[config.mk]
export PLATFORM = sky130hd
export DESIGN_NAME = dsp_image_record_loader
export DESIGN_NICKNAME = d
export VERILOG_FILES = /design/src/rtl/dirl_pkg.sv /design/src/rtl/dirl_seq.sv /design/src/rtl/dsp_image_record_loader.sv
export SDC_FILE = /design/constraint.sdc
export NUM_CORES = 1
export LEC_CHECK = 0
export ABC_AREA = 1
export BUFFER_PORTS_ARGS = -buffer_cell sky130_fd_sc_hd__buf_2
export CAP_MARGIN = 20
export CORE_MARGIN = 2
export CORE_UTILIZATION = 53
export DETAILED_ROUTE_END_ITERATION = 8
export GPL_ROUTABILITY_DRIVEN = 1
export HOLD_SLACK_MARGIN = 0.12
export PLACE_DENSITY = 0.78
export SETUP_SLACK_MARGIN = 0.3
export SYNTH_ARGS = -nofsm -noshare
export SYNTH_HDL_FRONTEND = slang
export SYNTH_SLANG_ARGS = --single-unit
[constraint.sdc]
create_clock -name clk -period 4.75 [get_ports clk]
set_input_delay 0 -clock clk [delete_from_list [all_inputs] [get_ports clk]]
set_output_delay 0 -clock clk [all_outputs]
set_load 0.02 [all_outputs]
[src/rtl/dirl_pkg.sv]
// Shared types and constants for the DSP boot image record loader.
`default_nettype none

package dirl_pkg;

	localparam int WORD_W = 16;
	localparam int REM_W = 17;
	localparam int BYTE_W = 8;
	localparam int DM_SEL_BIT = 14;

	localparam logic [WORD_W-1:0] END_MARK = 16'hFFFF;

	typedef enum logic [2:0] {
		PH_COUNT   = 3'd0,
		PH_ADDRESS = 3'd1,
		PH_ENTRY   = 3'd2,
		PH_PM_LOW  = 3'd3,
		PH_DONE    = 3'd4
	} phase_t;

	typedef enum logic [1:0] {
		KIND_DATA = 2'd0,
		KIND_PROG = 2'd1,
		KIND_END  = 2'd2
	} kind_t;

	typedef struct packed {
		logic              valid;
		kind_t             kind;
		logic [WORD_W-1:0] addr;
		logic [WORD_W-1:0] word;
		logic [BYTE_W-1:0] low;
	} result_t;

endpackage

`default_nettype wire

[src/rtl/dirl_seq.sv]
// Record parser: phase, count, address and held word, with the result of each word.
`default_nettype none

module dirl_seq (
	input  wire logic                         clk,
	input  wire logic                         arst_n,
	input  wire logic                         step,
	input  wire logic [dirl_pkg::WORD_W-1:0]  word,
	output dirl_pkg::result_t                 result
);

	dirl_pkg::phase_t                   phase_q, phase_d;
	logic signed [dirl_pkg::REM_W-1:0]  remaining_q, remaining_d;
	logic [dirl_pkg::WORD_W-1:0]        addr_q, addr_d;
	logic [dirl_pkg::WORD_W-1:0]        held_q, held_d;
	logic signed [dirl_pkg::REM_W-1:0]  rem_less;
	logic                               is_data;

	always_ff @(posedge clk or negedge arst_n) begin
		if (!arst_n) begin
			phase_q     <= dirl_pkg::PH_COUNT;
			remaining_q <= '0;
			addr_q      <= '0;
			held_q      <= '0;
		end else begin
			phase_q     <= phase_d;
			remaining_q <= remaining_d;
			addr_q      <= addr_d;
			held_q      <= held_d;
		end
	end

	assign is_data = addr_q[dirl_pkg::DM_SEL_BIT];
	// A data entry consumes one count, a program entry two.
	assign rem_less = is_data ? remaining_q - 17'sd1 : remaining_q - 17'sd2;

	always_comb begin
		phase_d     = phase_q;
		remaining_d = remaining_q;
		addr_d      = addr_q;
		held_d      = held_q;
		result      = '0;
		if (step) begin
			unique case (phase_q)
				dirl_pkg::PH_COUNT: begin
					if (word == dirl_pkg::END_MARK) begin
						phase_d      = dirl_pkg::PH_DONE;
						result.valid = 1'b1;
						result.kind  = dirl_pkg::KIND_END;
					end else begin
						remaining_d = {1'b0, word};
						phase_d     = dirl_pkg::PH_ADDRESS;
					end
				end
				dirl_pkg::PH_ADDRESS: begin
					addr_d  = word;
					phase_d = (remaining_q > 0) ? dirl_pkg::PH_ENTRY : dirl_pkg::PH_COUNT;
				end
				dirl_pkg::PH_ENTRY: begin
					if (is_data) begin
						result.valid = 1'b1;
						result.kind  = dirl_pkg::KIND_DATA;
						result.addr  = addr_q;
						result.word  = word;
						remaining_d  = rem_less;
						addr_d       = addr_q + 16'd1;
						phase_d      = (rem_less > 0) ? dirl_pkg::PH_ENTRY
						                              : dirl_pkg::PH_COUNT;
					end else begin
						held_d  = word;
						phase_d = dirl_pkg::PH_PM_LOW;
					end
				end
				dirl_pkg::PH_PM_LOW: begin
					result.valid = 1'b1;
					result.kind  = dirl_pkg::KIND_PROG;
					result.addr  = addr_q;
					result.word  = held_q;
					result.low   = word[dirl_pkg::BYTE_W-1:0];
					remaining_d  = rem_less;
					addr_d       = addr_q + 16'd1;
					phase_d      = (rem_less > 0) ? dirl_pkg::PH_ENTRY : dirl_pkg::PH_COUNT;
				end
				default: begin
				end
			endcase
		end
	end

	a_done_sticks: assert property (@(posedge clk) disable iff (!arst_n)
		phase_q == dirl_pkg::PH_DONE |=> phase_q == dirl_pkg::PH_DONE)
		else $error("finished phase was left");

	a_entry_has_count: assert property (@(posedge clk) disable iff (!arst_n)
		phase_q == dirl_pkg::PH_ENTRY |-> remaining_q > 0)
		else $error("entry phase with no count left");

	a_pm_low_prog_addr: assert property (@(posedge clk) disable iff (!arst_n)
		phase_q == dirl_pkg::PH_PM_LOW |-> !addr_q[dirl_pkg::DM_SEL_BIT])
		else $error("program low word at a data address");

	a_end_from_marker: assert property (@(posedge clk) disable iff (!arst_n)
		result.valid && result.kind == dirl_pkg::KIND_END |->
		word == dirl_pkg::END_MARK && phase_q == dirl_pkg::PH_COUNT)
		else $error("end result without end marker");

endmodule

`default_nettype wire

[src/rtl/dsp_image_record_loader.sv]
// Top level of the DSP boot image record loader.
// Takes one 16-bit image word per beat and returns at most one write (data, program or
// end of image) for it. A word is registered at the input, parsed from that register by
// the record state machine, and the result lands in an output register, so one word is
// taken every cycle while the result side keeps up. The output register alone sets
// back-pressure: when it holds an untaken result, parsing pauses and the input register
// fills before the input stalls.
`default_nettype none

module dsp_image_record_loader (
	input  wire logic        clk,
	input  wire logic        arst_n,
	input  wire logic        in_valid,
	output logic             in_ready,
	input  wire logic [15:0] image_word,
	output logic             out_valid,
	input  wire logic        out_ready,
	output logic [1:0]       kind,
	output logic [15:0]      target_address,
	output logic [15:0]      write_word,
	output logic [7:0]       program_low_byte
);

	logic                            valid_s1;
	logic [dirl_pkg::WORD_W-1:0]     word_s1;
	logic                            valid_s2;
	dirl_pkg::result_t               res_s2;
	dirl_pkg::result_t               res_comb;
	logic                            advance;

	assign advance  = !valid_s2 || out_ready;
	assign in_ready = !valid_s1 || advance;

	always_ff @(posedge clk or negedge arst_n) begin
		if (!arst_n) begin
			valid_s1 <= 1'b0;
		end else if (in_ready) begin
			valid_s1 <= in_valid;
		end
	end

	always_ff @(posedge clk) begin
		if (in_ready && in_valid) begin
			word_s1 <= image_word;
		end
	end

	dirl_seq u_seq (
		.clk    (clk),
		.arst_n (arst_n),
		.step   (valid_s1 && advance),
		.word   (word_s1),
		.result (res_comb)
	);

	always_ff @(posedge clk or negedge arst_n) begin
		if (!arst_n) begin
			valid_s2 <= 1'b0;
		end else if (advance) begin
			valid_s2 <= valid_s1 && res_comb.valid;
		end
	end

	always_ff @(posedge clk) begin
		if (advance) begin
			res_s2 <= res_comb;
		end
	end

	assign out_valid        = valid_s2;
	assign kind             = res_s2.kind;
	assign target_address   = res_s2.addr;
	assign write_word       = res_s2.word;
	assign program_low_byte = res_s2.low;

endmodule

`default_nettype wire

* After elaboration in Yosys (flattened, before gate mapping)
Cells that the tools add are included.
Word-level totals: output and inout bits 44, register bits after elaboration 112, input port bits 20
Operators by class: $add $sub $neg 3, reduce and logical (&&, ||, !) cells 17, muxes and demuxes 17, bitwise gates (word level) 1, order comparisons 2, equality and inequality tests 6
Operator list (count):
- $pmux 32 s2 | 1
- $mux 17 | 3
- $pmux 17 s3 | 1
- $pmux 16 s3 | 1
- $mux 43 | 1
- $mux 35 | 1
- $gt 17x1->1 const B | 2
- $sub 17x2->17 const B | 1
- $sub 17x3->17 const B | 1
- $add 16x1->16 const B | 1
- $eq 16x16->1 const B | 1
- $mux 16 | 1
- $pmux 3 s4 | 1
- $mux 3 | 3
- $pmux 3 s3 | 1
- $mux 8 | 1
- $eq 3x2->1 const B | 2
- $reduce_and 2->1 | 3
- $reduce_and 3->1 | 2
- $reduce_bool 3->1 | 2
- $mux 2 | 2
- $reduce_and 4->1 | 1
- $reduce_bool 4->1 | 1
- $eq 3x1->1 const B | 1
- 7 further kinds | 11

* Longest topological paths before layout
depth in word-level cells 6, mapped depth 15, gate-level depth less buffers 15

* Cells and area by module
From an unflattened synthesis, not the netlist that was laid out.
Second synthesis, totals: cell total of the unflattened synthesis 636, area, all modules 5589.1 µm²
By module, submodules not included:
- dirl_seq | cells each 566, instances 1, area each 3749.8 µm², seq. area each 1301.2 µm²
- dsp_image_record_loader | cells each 70, instances 1, area each 1839.3 µm², seq. area each 1791.7 µm²

* Worst setup path before layout
OpenSTA, ideal clock, no wires.
path kind flip-flop to flip-flop, start point reg valid_s2 (netlist: out_valid), end point reg u_seq.remaining_q[1] (netlist name), period minus slack after synthesis 2161 ps, data required time 4622 ps, setup time 128 ps, buffers on the path 1, data arrival time 2033 ps, slack 2589 ps, cell stages (with the launch flop) 10, path through dfrtp_1 > nand2_2 > nand2_1 > nor2_2 > inv_1 > a21oi_2 > nand2_2 > nor2_4 > buf_6 > o22ai_2
On the way: word-level cells in the longest chain between the ends 4
RTL lines:
- start, declared | line dsp_image_record_loader.sv:26 | logic valid_s2;
- start signal, assigned | line dsp_image_record_loader.sv:60 | valid_s2 <= valid_s1 && res_comb.valid;
- $logic_not 1->1 | line dsp_image_record_loader.sv:31 | assign advance = !valid_s2 || out_ready;
- $logic_or 1x1->1 | line dsp_image_record_loader.sv:31
- via advance | line dsp_image_record_loader.sv:29 | logic advance;
- $logic_and 1x1->1 | line dsp_image_record_loader.sv:51 | .step (valid_s1 && advance),
- $reduce_and 4->1 (no source line)
- end signal, assigned | line dirl_seq.sv:27 | remaining_q <= remaining_d;
- end, declared | line dirl_seq.sv:13 | logic signed [dirl_pkg::REM_W-1:0] remaining_q, remaining_d;
The timed path passes the listed nets, and every way through them passes these cells. A chain may end at the register's enable or synchronous reset.

* Final worst setup path
start point reg valid_s2 (netlist: out_valid), end point reg u_seq.remaining_q[15] (netlist name)
Same word-level chain as after synthesis.

==> reports/metrics.yaml <==
cts:
  cts_max_path_buffers: 2
  root_buffer: "clkbuf_8"
  clkTransAtPathRegs_ns: 0.11
  htree_levels: 3
  cts-buffers-inserted: 9
  cts_tree: "yes"
  clock_latency_ns: 0.38
  clkSinkCount: 112
  cts_resized: 0
timing:
  fin_crit_ns: 2.899
  setup_viol_count_final: 0
  clock_skew_ns: 0.01220
  period_share: 0.6103
  hold-worst-slack_ns: 0.2767
  fmax_mhz: 345.0
  drv_slew: 0
  slew-limit-headroom: 0.4557
  setup_ws_ns: 1.851
  tns_ns: 0
  tightestPinTransition_ns: 0.8145
  hold_viol_final: 0
  rsz0062_at_grt: "no"
synth:
  synth_cell_types: 39
  synthXorXnorAreaFrac: 0.004725
  syn-num-nets: 615
  synth_top_area_cell: "edfxtp_1"
  synth_top_family_by_area: "simple AND/OR/NAND/NOR gates"
  syn_avg_cell_area_um2: 9.408
  synthMuxAreaShare: 0.004050
  synth-adder-area-share: 0.009001
  yosysWarnings: 0
  synthCells: 591
  synth_compound_area_frac: 0.1226
  syn_area_um2: 5560
  synth_top_cell_area_share: 0.3132
  yosysSeqAreaShare: 0.5563
  synth-edff-count: 58
  synthTopCellsByArea: "edfxtp_1 (31%), dfrtp_1 (24%), nand2_1 (7.3%)"
  synth_flop_cell: "edfxtp_1"
  synthSimpleGateAreaFrac: 0.2266
  synth-seq-cells: 112
  async_flop_share: 0.4821
placed_design:
  place_hpwl_um: 8616
  placed_area_um2: 5932
  io_buffer_count: 63
  gp_congestion: 0.8730
  placed_cells: 773
  pre_cts_ws_ns: 1.832
global_routing:
  grt_max_degree: 55
  grt_pass1_wl_um: 20420
  grt_pass1_vias: 4186
  grt_usage: 0.2303
  globalRouteOverflowTotal: 0
  antenna_found_initial: 0
layout:
  antenna_cells: 0
  nets: 692
  syn2layout_area_growth_pct: 13.73
  mostFrequentLayoutCell: "nand2_1"
  drive_gt1_frac: 0.2184
  instances_no_fill: 809
  utilization: 0.6153
  layout_common_cells: "nand2_1 (108), nor2_1 (71), inv_1 (65)"
  fin_area_um2: 6324
die:
  die_area_um2: 11330
  start_util: 0.5410
  die_width_um: 106.4
  rows: 37
  dieHeight_um: 106.4
  coreArea_um2: 10280
  ios: 64
critical_path:
  crit_slowest_cell: "nor2_4"
  worstSetupPathType: "flop to flop"
  max_stage_delay_ns: 0.63
  worstPathArrival_ns: 3.21
  cp-start-kind: "flop"
  critical_path_depth: 11
  endpoint_kind: "flop"
  cp_num_buf_inv: 3
  crit_family: "simple AND/OR/NAND/NOR gates"
  path_max_fanout: 44
  cp.required_ns: 5.06
  crit_path_cell_trace: "nand2_2 > buf_4 > nand2_1 > buf_4 > nor2_2 > inv_1 > a21oi_2 > nand2_2 > nor2_4 > o21ai_0 > o21ai_2"
  r2r_cells: 11
drt:
  via_count: 4431
  antenna_left: 0
  drtIter0Drc: 261
  wl_per_cell_um: 15.18
  wl_um: 12280
  via_per_inst: 5.477
  drcViolationCount: 0
  firstDrtPassIters: 5
pwr:
  total_power_mw: 1.659
  pwr_density_cell_nw_per_um2: 262.3
  p_leak_nw: 2.917
  peakVddDrop_mv: 0.1517
hold_path:
  hold_class: "input pin to async pin"
job:
  maxCapViolCount: 0
status:
  status: "finished clean"
==> repair_timing <==
item	4_1_cts	5_1_grt
hold buffers	20	0
buffers inserted	0	0
endpoints found under the hold margin	71	0
endpoints found under the setup margin	0	0
==> cell usage after synthesis, drive strengths merged, types with 2 or more instances <==
cell type    n
xor2         2
nand4        9
inv         75
a31oi        5
a22oi       17
clkbuf       4
nand2      122
o22ai        7
ha           4
dfrtp       54
nand3       29
a21oi       15
o21ai       65
buf         16
mux2         2
edfxtp      58
nor3        17
nor2        84
==> worst register-to-register path: stages (launching register included) <==
cell     delay, ns
dfrtp_1       0.42
nand2_2       0.07
buf_4         0.44
nand2_1       0.10
buf_4         0.30
nor2_2        0.21
inv_1         0.09
a21oi_2       0.12
nand2_2       0.10
nor2_4        0.63
o21ai_0       0.26
o21ai_2       0.10
==> metal layers <==
layer	vias up	part of all wire	global-route usage
met2	150	0.47	0.3663
met3	24	0.059	0.03924
met4	0	0.024	0.09369
met5	-	0	0
li1	2134	-	-
met1	2123	0.44	0.3157
==> state kept, by name, summed over array words and instances, names as in the netlist <==
register	count
kind	2
out_valid	1
program_low_byte	8
target_address	16
u_seq.addr_q	16
u_seq.held_q	16
u_seq.phase_q	3
u_seq.remaining_q	17
valid_s1	1
word_s1	16
write_word	16
==> path summary, 6_finish.rpt <==
check                           startpoint               endpoint  slack (ns)
hold / removal                      arst_n        u_seq.addr_q[5]        0.28
setup / recovery                 out_valid  u_seq.remaining_q[15]        1.85
max in group asynchronous           arst_n  u_seq.remaining_q[14]        3.97
setup reg to reg                 out_valid  u_seq.remaining_q[15]        1.85
min in group clk                 out_ready              out_valid        0.30
hold reg to reg            u_seq.held_q[1]        u_seq.held_q[1]        0.49
==> power breakdown <==
group / leakage [nW] / switching, mW / internal [mW]
Sequential: 1.31 / 0.0124 / 1.03
Clock: 0.0933 / 0.340 / 0.205
Combinational: 1.51 / 0.0476 / 0.0255
==> logic make-up (layout without fill, tap and decap cells) <==
family	Yosys count	in the layout
AOI/OAI and AO/OA	111	111
xor gates and xnor gates	3	3
adders and majority gates	4	4
buffers and inverters	96	178
DFF	112	112
muxes	2	2
and+or+nand+nor	263	263
==> layout make-up <==
cell class	instances	area [um^2]
clock buffer	10	127.6
fill	864	3954
clock inverter	6	63.81
sequential	112	3093
multi-input combinational	383	2041
inverter	76	290.3
timing repair buffer	86	538.0
tap	136	170.2
Power figures use the tool's default switching activity.
